File: src/tdf_pkg.sv
// shared types and constants of the trial division factorizer
// no dependencies; used by the top level and the testbench
package tdf_pkg;

  localparam int MAX_RESULTS = 31;
  localparam int COUNT_W     = 5;

  typedef enum logic [5:0] {
    S_IDLE  = 6'b000001,
    S_NONE  = 6'b000010,
    S_TWOS  = 6'b000100,
    S_DIV   = 6'b001000,
    S_CHECK = 6'b010000,
    S_FINAL = 6'b100000
  } state_t;

endpackage

File: src/trial_division_factorizer_top.sv
// trial division factorizer: sequencer with a bit-serial restoring divider
// depends on tdf_pkg
//
// channel | direction | handshake          | payload
// in      | input     | in_valid/in_stall   | in_value
// out     | output    | out_valid/out_stall | out_factor, out_is_new, out_none_found, out_last
//
// one word in, one to 31 words out; a new word is taken once the last result is registered
// factors of two are split off in S_TWOS; each odd trial divisor runs the divider in S_DIV
// (one quotient bit per cycle) and is then tested in S_CHECK
// rst_n is synchronous; no clearing pass; out_stall holds the sequencer only when it emits
module trial_division_factorizer_top #(
  parameter int VALUE_WIDTH = 32
) (
  input  logic                   clk,
  input  logic                   rst_n,
  input  logic                   in_valid,
  output logic                   in_stall,
  input  logic [VALUE_WIDTH-1:0] in_value,
  output logic                   out_valid,
  input  logic                   out_stall,
  output logic [VALUE_WIDTH-1:0] out_factor,
  output logic                   out_is_new,
  output logic                   out_none_found,
  output logic                   out_last
);

  localparam int W     = VALUE_WIDTH;
  localparam int CNT_W = $clog2(VALUE_WIDTH);

  tdf_pkg::state_t state_r, state_nxt;
  logic [W-1:0] rem_r, rem_nxt;
  logic [W-1:0] div_r, div_nxt;
  logic [W-1:0] prev_r, prev_nxt;
  logic [W-1:0] part_r, part_nxt;
  logic [W-1:0] qsh_r, qsh_nxt;
  logic [CNT_W-1:0] cnt_r, cnt_nxt;
  logic [tdf_pkg::COUNT_W-1:0] count_r, count_nxt;
  logic inner_r, inner_nxt;

  logic out_valid_r, out_valid_nxt;
  logic [W-1:0] out_factor_r, out_factor_nxt;
  logic out_is_new_r, out_is_new_nxt;
  logic out_none_r, out_none_nxt;
  logic out_last_r, out_last_nxt;

  logic out_free;
  logic cap_hit;
  logic [W:0] shifted;
  logic [W:0] diff;
  logic [W-1:0] rem_half;

  assign out_free = !out_valid_r || !out_stall;
  assign cap_hit  = (count_r == tdf_pkg::COUNT_W'(tdf_pkg::MAX_RESULTS - 1));
  assign shifted  = {part_r, qsh_r[W-1]};
  assign diff     = shifted - {1'b0, div_r};
  assign rem_half = rem_r >> 1;

  always_comb begin
    state_nxt      = state_r;
    rem_nxt        = rem_r;
    div_nxt        = div_r;
    prev_nxt       = prev_r;
    part_nxt       = part_r;
    qsh_nxt        = qsh_r;
    cnt_nxt        = cnt_r;
    count_nxt      = count_r;
    inner_nxt      = inner_r;
    out_valid_nxt  = out_valid_r && out_stall;
    out_factor_nxt = out_factor_r;
    out_is_new_nxt = out_is_new_r;
    out_none_nxt   = out_none_r;
    out_last_nxt   = out_last_r;
    case (state_r)
      tdf_pkg::S_IDLE: begin
        if (in_valid) begin
          rem_nxt   = in_value;
          prev_nxt  = '0;
          count_nxt = '0;
          if (in_value < W'(2)) begin
            state_nxt = tdf_pkg::S_NONE;
          end else begin
            state_nxt = tdf_pkg::S_TWOS;
          end
        end
      end
      tdf_pkg::S_NONE: begin
        if (out_free) begin
          out_valid_nxt  = 1'b1;
          out_factor_nxt = '0;
          out_is_new_nxt = 1'b0;
          out_none_nxt   = 1'b1;
          out_last_nxt   = 1'b1;
          state_nxt      = tdf_pkg::S_IDLE;
        end
      end
      tdf_pkg::S_TWOS: begin
        if (!rem_r[0]) begin
          if (out_free) begin
            out_valid_nxt  = 1'b1;
            out_factor_nxt = W'(2);
            out_is_new_nxt = (prev_r != W'(2));
            out_none_nxt   = 1'b0;
            out_last_nxt   = (rem_half == W'(1)) || cap_hit;
            prev_nxt       = W'(2);
            rem_nxt        = rem_half;
            count_nxt      = count_r + 1'b1;
            if ((rem_half == W'(1)) || cap_hit) begin
              state_nxt = tdf_pkg::S_IDLE;
            end
          end
        end else begin
          div_nxt   = W'(3);
          inner_nxt = 1'b0;
          qsh_nxt   = rem_r;
          part_nxt  = '0;
          cnt_nxt   = '0;
          state_nxt = tdf_pkg::S_DIV;
        end
      end
      tdf_pkg::S_DIV: begin
        // one quotient bit per cycle
        if (!diff[W]) begin
          part_nxt = diff[W-1:0];
          qsh_nxt  = {qsh_r[W-2:0], 1'b1};
        end else begin
          part_nxt = shifted[W-1:0];
          qsh_nxt  = {qsh_r[W-2:0], 1'b0};
        end
        cnt_nxt = cnt_r + 1'b1;
        if (cnt_r == CNT_W'(W - 1)) begin
          state_nxt = tdf_pkg::S_CHECK;
        end
      end
      tdf_pkg::S_CHECK: begin
        // qsh_r holds the quotient, part_r the remainder
        if (!inner_r && (div_r > qsh_r)) begin
          state_nxt = tdf_pkg::S_FINAL;
        end else if (part_r == '0) begin
          if (out_free) begin
            out_valid_nxt  = 1'b1;
            out_factor_nxt = div_r;
            out_is_new_nxt = (prev_r != div_r);
            out_none_nxt   = 1'b0;
            out_last_nxt   = (qsh_r == W'(1)) || cap_hit;
            prev_nxt       = div_r;
            rem_nxt        = qsh_r;
            count_nxt      = count_r + 1'b1;
            inner_nxt      = 1'b1;
            part_nxt       = '0;
            cnt_nxt        = '0;
            if ((qsh_r == W'(1)) || cap_hit) begin
              state_nxt = tdf_pkg::S_IDLE;
            end else begin
              state_nxt = tdf_pkg::S_DIV;
            end
          end
        end else begin
          div_nxt   = div_r + W'(2);
          inner_nxt = 1'b0;
          qsh_nxt   = rem_r;
          part_nxt  = '0;
          cnt_nxt   = '0;
          state_nxt = tdf_pkg::S_DIV;
        end
      end
      tdf_pkg::S_FINAL: begin
        if (rem_r > W'(2)) begin
          if (out_free) begin
            out_valid_nxt  = 1'b1;
            out_factor_nxt = rem_r;
            out_is_new_nxt = (prev_r != rem_r);
            out_none_nxt   = 1'b0;
            out_last_nxt   = 1'b1;
            prev_nxt       = rem_r;
            state_nxt      = tdf_pkg::S_IDLE;
          end
        end else begin
          state_nxt = tdf_pkg::S_IDLE;
        end
      end
      default: begin
        state_nxt = tdf_pkg::S_IDLE;
      end
    endcase
  end

  always_ff @(posedge clk) begin
    if (!rst_n) begin
      state_r     <= tdf_pkg::S_IDLE;
      out_valid_r <= 1'b0;
      count_r     <= '0;
      inner_r     <= 1'b0;
      cnt_r       <= '0;
    end else begin
      state_r     <= state_nxt;
      out_valid_r <= out_valid_nxt;
      count_r     <= count_nxt;
      inner_r     <= inner_nxt;
      cnt_r       <= cnt_nxt;
    end
  end

  always_ff @(posedge clk) begin
    rem_r        <= rem_nxt;
    div_r        <= div_nxt;
    prev_r       <= prev_nxt;
    part_r       <= part_nxt;
    qsh_r        <= qsh_nxt;
    out_factor_r <= out_factor_nxt;
    out_is_new_r <= out_is_new_nxt;
    out_none_r   <= out_none_nxt;
    out_last_r   <= out_last_nxt;
  end

  assign in_stall       = (state_r != tdf_pkg::S_IDLE);
  assign out_valid      = out_valid_r;
  assign out_factor     = out_factor_r;
  assign out_is_new     = out_is_new_r;
  assign out_none_found = out_none_r;
  assign out_last       = out_last_r;

endmodule

File: config.mk
export PLATFORM = sky130hd
export DESIGN_NAME = trial_division_factorizer_top
export DESIGN_NICKNAME = d
export VERILOG_FILES = /design/src/tdf_pkg.sv /design/src/trial_division_factorizer_top.sv
export SDC_FILE = /design/constraint.sdc
export NUM_CORES = 1
export LEC_CHECK = 0
export BUFFER_PORTS_ARGS = -buffer_cell sky130_fd_sc_hd__buf_2
export CORE_ASPECT_RATIO = 1.4
export CORE_MARGIN = 2
export CORE_UTILIZATION = 67
export DETAILED_ROUTE_END_ITERATION = 10
export GPL_TIMING_DRIVEN = 0
export PLACE_DENSITY = 0.95
export SLEW_MARGIN = 20
export SYNTH_ARGS = -nofsm -noshare
export SYNTH_HDL_FRONTEND = slang
export SYNTH_SLANG_ARGS = --single-unit
File: constraint.sdc
create_clock -name clk -period 13.8 [get_ports clk]
set_input_delay 0.69 -clock clk [delete_from_list [all_inputs] [get_ports clk]]
set_output_delay 0.69 -clock clk [all_outputs]
set_load 0.005 [all_outputs]
==> results of run 1 <==
-- cell families (layout without fill, tap and decap cells) --
kind of cell / Yosys count / after routing / synth area share (%)
AOI/OAI and AO/OA: 283 / 283 / 14.7
xor gates and xnor gates: 87 / 87 / 6.05
adders and majority gates: 68 / 68 / 6.82
buffers and inverters: 134 / 250 / 4.22
DFF: 212 / 212 / 49.2
muxes: 23 / 23 / 1.86
and+or+nand+nor: 449 / 449 / 17.2
-- worst max-delay path, cell delays in order, from the launching register on --
cell and delay [ns]:
edfxtp_1 0.57, inv_1 0.19, ha_1 0.33, nand4_1 0.11
nor4_1 0.57, a221o_1 0.54, a21oi_1 0.32, a221o_1 0.48
nor3_2 0.79, buf_4 0.34, buf_4 0.23
-- report_power, final --
part	leakage [nW]	internal [W]	switching, W
logic	3.15	0.000179	0.000322
clock network	0.316	0.000316	0.000253
registers	1.96	0.000862	0.000103
-- cell usage in the layout (no fill, tap or decap), types with 6 or more instances in the layout --
master	instances
a211oi_1	10
a21o_1	25
a21oi_1	48
and2_1	6
and3_1	10
buf_2	74
buf_4	10
clkbuf_1	40
clkbuf_16	21
dfxtp_1	18
edfxtp_1	194
ha_1	67
inv_1	81
mux2i_1	22
nand2_1	145
nand3_1	58
nand4_1	29
nor2_1	101
nor3_1	19
nor4_1	36
o211ai_1	32
o21a_1	7
o21ai_0	93
o21ai_1	6
o21bai_1	7
o31ai_1	6
or3_1	7
xnor2_1	77
xor2_1	10
-- layer usage --
metal	global-route usage, %	part of all wire, %
met3	4.81	8.9
met1	44.5	35
met5	0	0
met4	23.8	8.0
met2	62.9	48
-- state kept, by name, summed over array words and instances, names as in the netlist, 5 cells and up --
| register | count |
|---|---|
| cnt_r | 5 |
| count_r | 5 |
| state_r | 6 |
| qsh_r | 32 |
| out_factor | 32 |
| prev_r | 32 |
| div_r | 31 |
| rem_r | 32 |
| part_r | 32 |
-- final cells by class --
type / count / area share [%]
sequential: 212 / 44.2
multi-input combinational: 910 / 42.1
clock buffer: 23 / 3.81
timing repair buffer: 80 / 3.11
inverter: 83 / 2.22
tap: 244 / 2.18
buffer: 51 / 1.56
clock inverter: 13 / 0.849
-- how the worst min path moves through the flow --
stage | startpoint | to | slack, ns
4_1_cts | in_value[0] | rem_r[0]$_DFFE_PP_ | 0.50
6_report | cnt_r[3]$_SDFFE_PN0P_ | cnt_r[3]$_SDFFE_PN0P_ | 0.50
2_1_floorplan | inner_r$_SDFFE_PN0P_ | inner_r$_SDFFE_PN0P_ | 0.45
5_1_grt | in_value[0] | rem_r[0]$_DFFE_PP_ | 0.49
3_5_place_dp | cnt_r[3]$_SDFFE_PN0P_ | cnt_r[3]$_SDFFE_PN0P_ | 0.49
3_3_place_gp | cnt_r[3]$_SDFFE_PN0P_ | cnt_r[3]$_SDFFE_PN0P_ | 0.47
-- synth_stat cells (10+ instances only) --
| cell | number |
|---|---|
| a211oi_1 | 10 |
| a21o_1 | 25 |
| a21oi_1 | 48 |
| and3_1 | 10 |
| clkbuf_1 | 38 |
| dfxtp_1 | 18 |
| edfxtp_1 | 194 |
| ha_1 | 67 |
| inv_1 | 83 |
| mux2i_1 | 22 |
| nand2_1 | 145 |
| nand3_1 | 58 |
| nand4_1 | 29 |
| nor2_1 | 102 |
| nor3_1 | 22 |
| nor4_1 | 37 |
| o211ai_1 | 32 |
| o21ai_0 | 93 |
| xnor2_1 | 77 |
| xor2_1 | 10 |
-- per-stage QoR --
| stage | hold WS [ns] | total power (W) | area [um^2] | util, % |
|---|---|---|---|---|
| after floorplan | 0.445 | 0.00128 | 12600 | - |
| after global placement | 0.465 | 0.00142 | 13200 | 71.5 |
| after detailed placement | 0.490 | 0.00145 | 13400 | 72.1 |
| after CTS | 0.497 | 0.00201 | 14000 | 75.6 |
| after global routing | 0.494 | 0.00210 | 14000 | 75.6 |
| final | 0.502 | 0.00203 | 14000 | 75.6 |
==> metrics.cfg, run 1 <==
[sta]
final-max-slew-violation-count = 0
worst_pin_slew_ns = 1.17
finClkSkew_ns = 0.0149
setup_viol = 0
fin_setup_tns_ns = 0
rsz0062_at_grt = false
max_slew_margin_pct = 21.4
layout_setup_ws_ns = 9.02
period_share_pct = 34.6
hold_viol = 0
fmax_mhz = 209
min_period_ns = 4.78

[clocking]
path_clk_slew_ns = 0.07
cts_setup_buffers = 0
hold_buffers = 0
cts_tree = yes
htree_levels = 1
cts_buffers = 21
clk_latency_ns = 0.51
numClockSinks = 212
clock-root-buffer = clkbuf_16
post_cts_resized = 0
cts_buffer_depth = 3

[yosys]
netlist_area_um2 = 12600
yosysWarnings = 0
synth_top_area_share_pct = 46.3
synth_top_cell_by_area = edfxtp_1
synth_cell_types = 80
async_reset_ff_share_pct = 0
synthFlopType = edfxtp_1
synthCells = 1256
avgSynthCellArea_um2 = 10.0
synth_edf_count = 194
synthesis.nets = 1360
ys_ff_latch = 212
ys_seq_area_share_pct = 49.2
synth_area_leaders = edfxtp_1 (46%), ha_1 (6.7%), xnor2_1 (5.4%)

[detailed_routing]
firstDrtPassIters = 6
drtIter0Drc = 1320
ant_nets = 0
wl_mm = 37.3
vias = 10900
via_per_inst = 6.76
wl_per_cell_um = 23.1
drc = 0

[final_layout]
syn_to_final_growth_pct = 11.3
fin_cells = 1616
num_antenna_cells = 0
num-nets-final = 1463
num-fill-cells = 1201
seq_area_um2 = 6190
multi_input_area_um2 = 5900
drive_above_1_share_pct = 10.6

[floorplan]
design.die.area_um2 = 19900
die_w_um = 120
row_count = 59
io_pins = 73
die_y_um = 166
start_util_pct = 67.9
core_area_um2 = 18500

[flow_run]
maxCapViolCount = 0

[placement]
place_congestion = 0.994
numPlacedInstances = 1580
detailed_place_hpwl_mm = 28.0
pre_cts_ws_ns = 9.24
portBuffers = 71

[worst_hold_path]
min_path_cells = 2
hp-class = register to register

[power]
p_leak_nw = 5.42
power.density_nw_per_um2 = 145
ir_worst_vdd_mv = 0.0967

[grt]
track_usage_pct = 37.2
grt_pass1_wl_mm = 57.5
grt_max_degree = 34
grt-ovfl-total = 0
grt_pass1_vias = 10700
antenna_found_initial = 0

[critical_path]
r2r_start = div_r[1]$_SDFFCE_PN1P_
regToRegSetupSlack_ns = 9.02
critPathRequiredTime_ns = 14.01
ff2ff_path_depth = 10
startpoint_type = register
worstSetupEndpoint = out_factor[10]$_DFFE_PP_
timing.rr.end = out_factor[10]$_DFFE_PP_
crit_path_end_kind = register
worstPathMaxFanout = 12
arrival_ns = 4.99
critPathKind = register to register
cp-startpoint = div_r[1]$_SDFFCE_PN1P_

[run_status]
status = completed

Power figures use the tool's default switching activity.
==> inputs of run 2 (changes only) <==
CORE_UTILIZATION = 62   (was 67)
PLACE_DENSITY = 0.93   (was 0.95)
clock period = 4.9 ns   (was 13.8 ns; I/O delays follow)
==> metrics.cfg, run 2 (same netlist as run 1, synthesis figures left out) <==
[floorplan]
core_area_um2 = 19900  ; was 18500 um^2
die_w_um = 124  ; was 120 um
row_count = 61  ; was 59
design.die.area_um2 = 21500  ; was 19900 um^2
io_pins = 73  ; unchanged
start_util_pct = 63.2  ; was 67.9%
die_y_um = 173  ; was 166 um

[clocking]
numClockSinks = 212  ; unchanged
htree_levels = 1  ; unchanged
clock-root-buffer = clkbuf_16  ; unchanged
cts_buffers = 21  ; unchanged
clk_latency_ns = 0.51  ; about the same
path_clk_slew_ns = 0.07  ; about the same
cts_setup_buffers = 0  ; unchanged
cts_buffer_depth = 3  ; unchanged
post_cts_resized = 0  ; unchanged
hold_buffers = 0  ; unchanged
cts_tree = yes  ; unchanged

[detailed_routing]
wl_mm = 37.2  ; was 37.3 mm
drc = 0  ; unchanged
firstDrtPassIters = 6  ; unchanged
wl_per_cell_um = 22.9  ; was 23.1 um
drtIter0Drc = 1589  ; was 1320
ant_nets = 0  ; unchanged
via_per_inst = 6.78  ; was 6.76
vias = 11000  ; was 10.9k

[final_layout]
seq_area_um2 = 6190  ; unchanged
final_common_cell = edfxtp_1  ; unchanged
utilization_pct = 70.6  ; was 75.6%
multi_input_area_um2 = 5900  ; about the same
num_antenna_cells = 0  ; unchanged
final_cell_mix = edfxtp_1 (194), nand2_1 (145), nor2_1 (101)  ; unchanged
num-nets-final = 1462  ; was 1463
drive_above_1_share_pct = 10.9  ; was 10.6%
syn_to_final_growth_pct = 11.7  ; was 11.3%
num-fill-cells = 1364  ; was 1201

[sta]
period_share_pct = 84.5  ; was 34.6%
hold_viol = 0  ; unchanged
worst_pin_slew_ns = 0.850  ; was 1.17 ns
layout_setup_ws_ns = 0.761  ; was 9.02 ns
setup_viol = 0  ; unchanged
min_period_ns = 4.14  ; was 4.78 ns
finClkSkew_ns = 0.0246  ; was 0.0149 ns
final-max-slew-violation-count = 0  ; unchanged
rsz0062_at_grt = false  ; unchanged
max_slew_margin_pct = 43.0  ; was 21.4%
fmax_mhz = 242  ; was 209 MHz

[grt]
track_usage_pct = 33.7  ; was 37.2%
antenna_found_initial = 1  ; was 0
met2_usage_pct = 57.8  ; was 62.9%
grt_max_degree = 34  ; unchanged
grt_pass1_vias = 10900  ; was 10.7k
grt_pass1_wl_mm = 57.6  ; was 57.5 mm
top_usage_layer = met2  ; unchanged
grt_util_met1_pct = 38.2  ; was 44.5%
grt-ovfl-total = 0  ; unchanged
use_met3_pct = 5.17  ; was 4.81%

[power]
power_frac_seq_pct = 47.0  ; was 47.4%
ir_worst_vdd_mv = 0.278  ; was 0.0967 mV
clkPwrFrac_pct = 28.4  ; was 28.0%
intPower_w = 0.00384  ; was 0.00136 W
switching_share_pct = 33.5  ; was 33.3%
power.density_nw_per_um2 = 411  ; was 145 nW/um^2
p_sw_w = 0.00194  ; was 0.000677 W
pwr-share-comb_pct = 24.6  ; about the same
p_leak_nw = 5.43  ; was 5.42 nW

[critical_path]
arrival_ns = 4.35  ; was 4.99 ns
crit_top_cell = a221o_1
worst_path_max_delay_cell = nor3_4  ; was nor3_2
cp_cell_sequence = inv_1 > ha_1 > nand4_1 > or3_1 > nor2_1 > a221o_1 > a21oi_1 > a221o_1 > nor3_4 > buf_8  ; was inv_1 > ha_1 > nand4_1 > nor4_1 > a221o_1 > a21oi_1 > a221o_1 > nor3_2 > buf_4 > buf_4
crit_path_end_kind = register  ; unchanged
crit_family = simple AND/OR/NAND/NOR gates  ; unchanged
startpoint_type = register  ; unchanged
crit_cells = 10  ; unchanged
worstPathMaxFanout = 19  ; was 12
crit_path_max_incr_delay_ns = 0.63  ; was 0.79 ns
critPathRequiredTime_ns = 5.11  ; was 14.01 ns
path_buf_inv = 2  ; was 3
critPathKind = register to register  ; unchanged
ff2ff_path_depth = 10  ; unchanged

[placement]
place_congestion = 1.08  ; was 0.994
detailed_place_hpwl_mm = 27.8  ; was 28.0 mm
pre_cts_ws_ns = 0.891  ; was 9.24 ns
portBuffers = 71  ; unchanged

[run_status]
status = completed  ; unchanged

[flow_run]
maxCapViolCount = 0  ; unchanged

[worst_hold_path]
min_path_cells = 3  ; was 2
hp-class = input pin to register  ; was register to register

[run 2: cell count changes in the layout (fill, tap and decap cells not counted), sizes merged]
cell and delta:
clkbuf -1, buf -1, clkinvlp -1, inv +3, clkinv +1
[run 2: power by group through the flow]
stage | Clock, W | Sequential, W | Combinational (W)
floorplan | 0 | 0.00263 | 0.000961
global placement | 0 | 0.00273 | 0.00127
detailed placement | 0 | 0.00272 | 0.00137
CTS | 0.00163 | 0.00269 | 0.00139
global route | 0.00170 | 0.00273 | 0.00154
finish | 0.00164 | 0.00271 | 0.00142
[run 2: worst register-to-register path, stage by stage, from the launching register on]
cell	delay, ns
edfxtp_1	0.61
inv_1	0.12
ha_1	0.33
nand4_1	0.14
or3_1	0.37
nor2_1	0.13
a221o_1	0.41
a21oi_1	0.33
a221o_1	0.49
nor3_4	0.63
buf_8	0.28
[run 2: final timing paths]
| check | startpoint | end | slack [ns] |
|---|---|---|---|
| max | qsh_r[31]$_DFFE_PP_ | out_factor[3]$_DFFE_PP_ | 0.76 |
| min | in_value[6] | rem_r[6]$_DFFE_PP_ | 0.08 |
| max reg2reg | qsh_r[31]$_DFFE_PP_ | out_factor[3]$_DFFE_PP_ | 0.76 |
| min reg2reg | cnt_r[3]$_SDFFE_PN0P_ | cnt_r[3]$_SDFFE_PN0P_ | 0.50 |
[run 2: metrics by stage]
step | instances | hold slack (ns) | power, W | area (um^2) | setup TNS [ns]
4_1_cts | 1625 | 0.0711 | 0.00571 | 14100 | 0
2_1_floorplan | 1256 | 0.445 | 0.00359 | 12600 | 0
3_3_place_gp | 1579 | 0.467 | 0.00399 | 13300 | -79.77
6_report | 1625 | 0.0801 | 0.00578 | 14100 | 0
5_1_grt | 1625 | 0.0792 | 0.00596 | 14100 | 0
3_5_place_dp | 1587 | 0.489 | 0.00409 | 13400 | 0
[run 2: final cells by class]
type	instances	share of cell area (%)
Buffer	51	1.56
Tap cell	252	2.24
Multi-Input combinational cell	910	42.0
Timing Repair Buffer	79	3.12
Sequential cell	212	44.0
Inverter	83	2.22
Clock buffer	22	3.76
Clock inverter	16	1.09
[run 2: routing by layer]
layer	vias to the layer above	wire, um
li1	4850	-
met1	5076	12100
met2	842	18000
met3	248	3900
met4	0	3270
met5	-	0
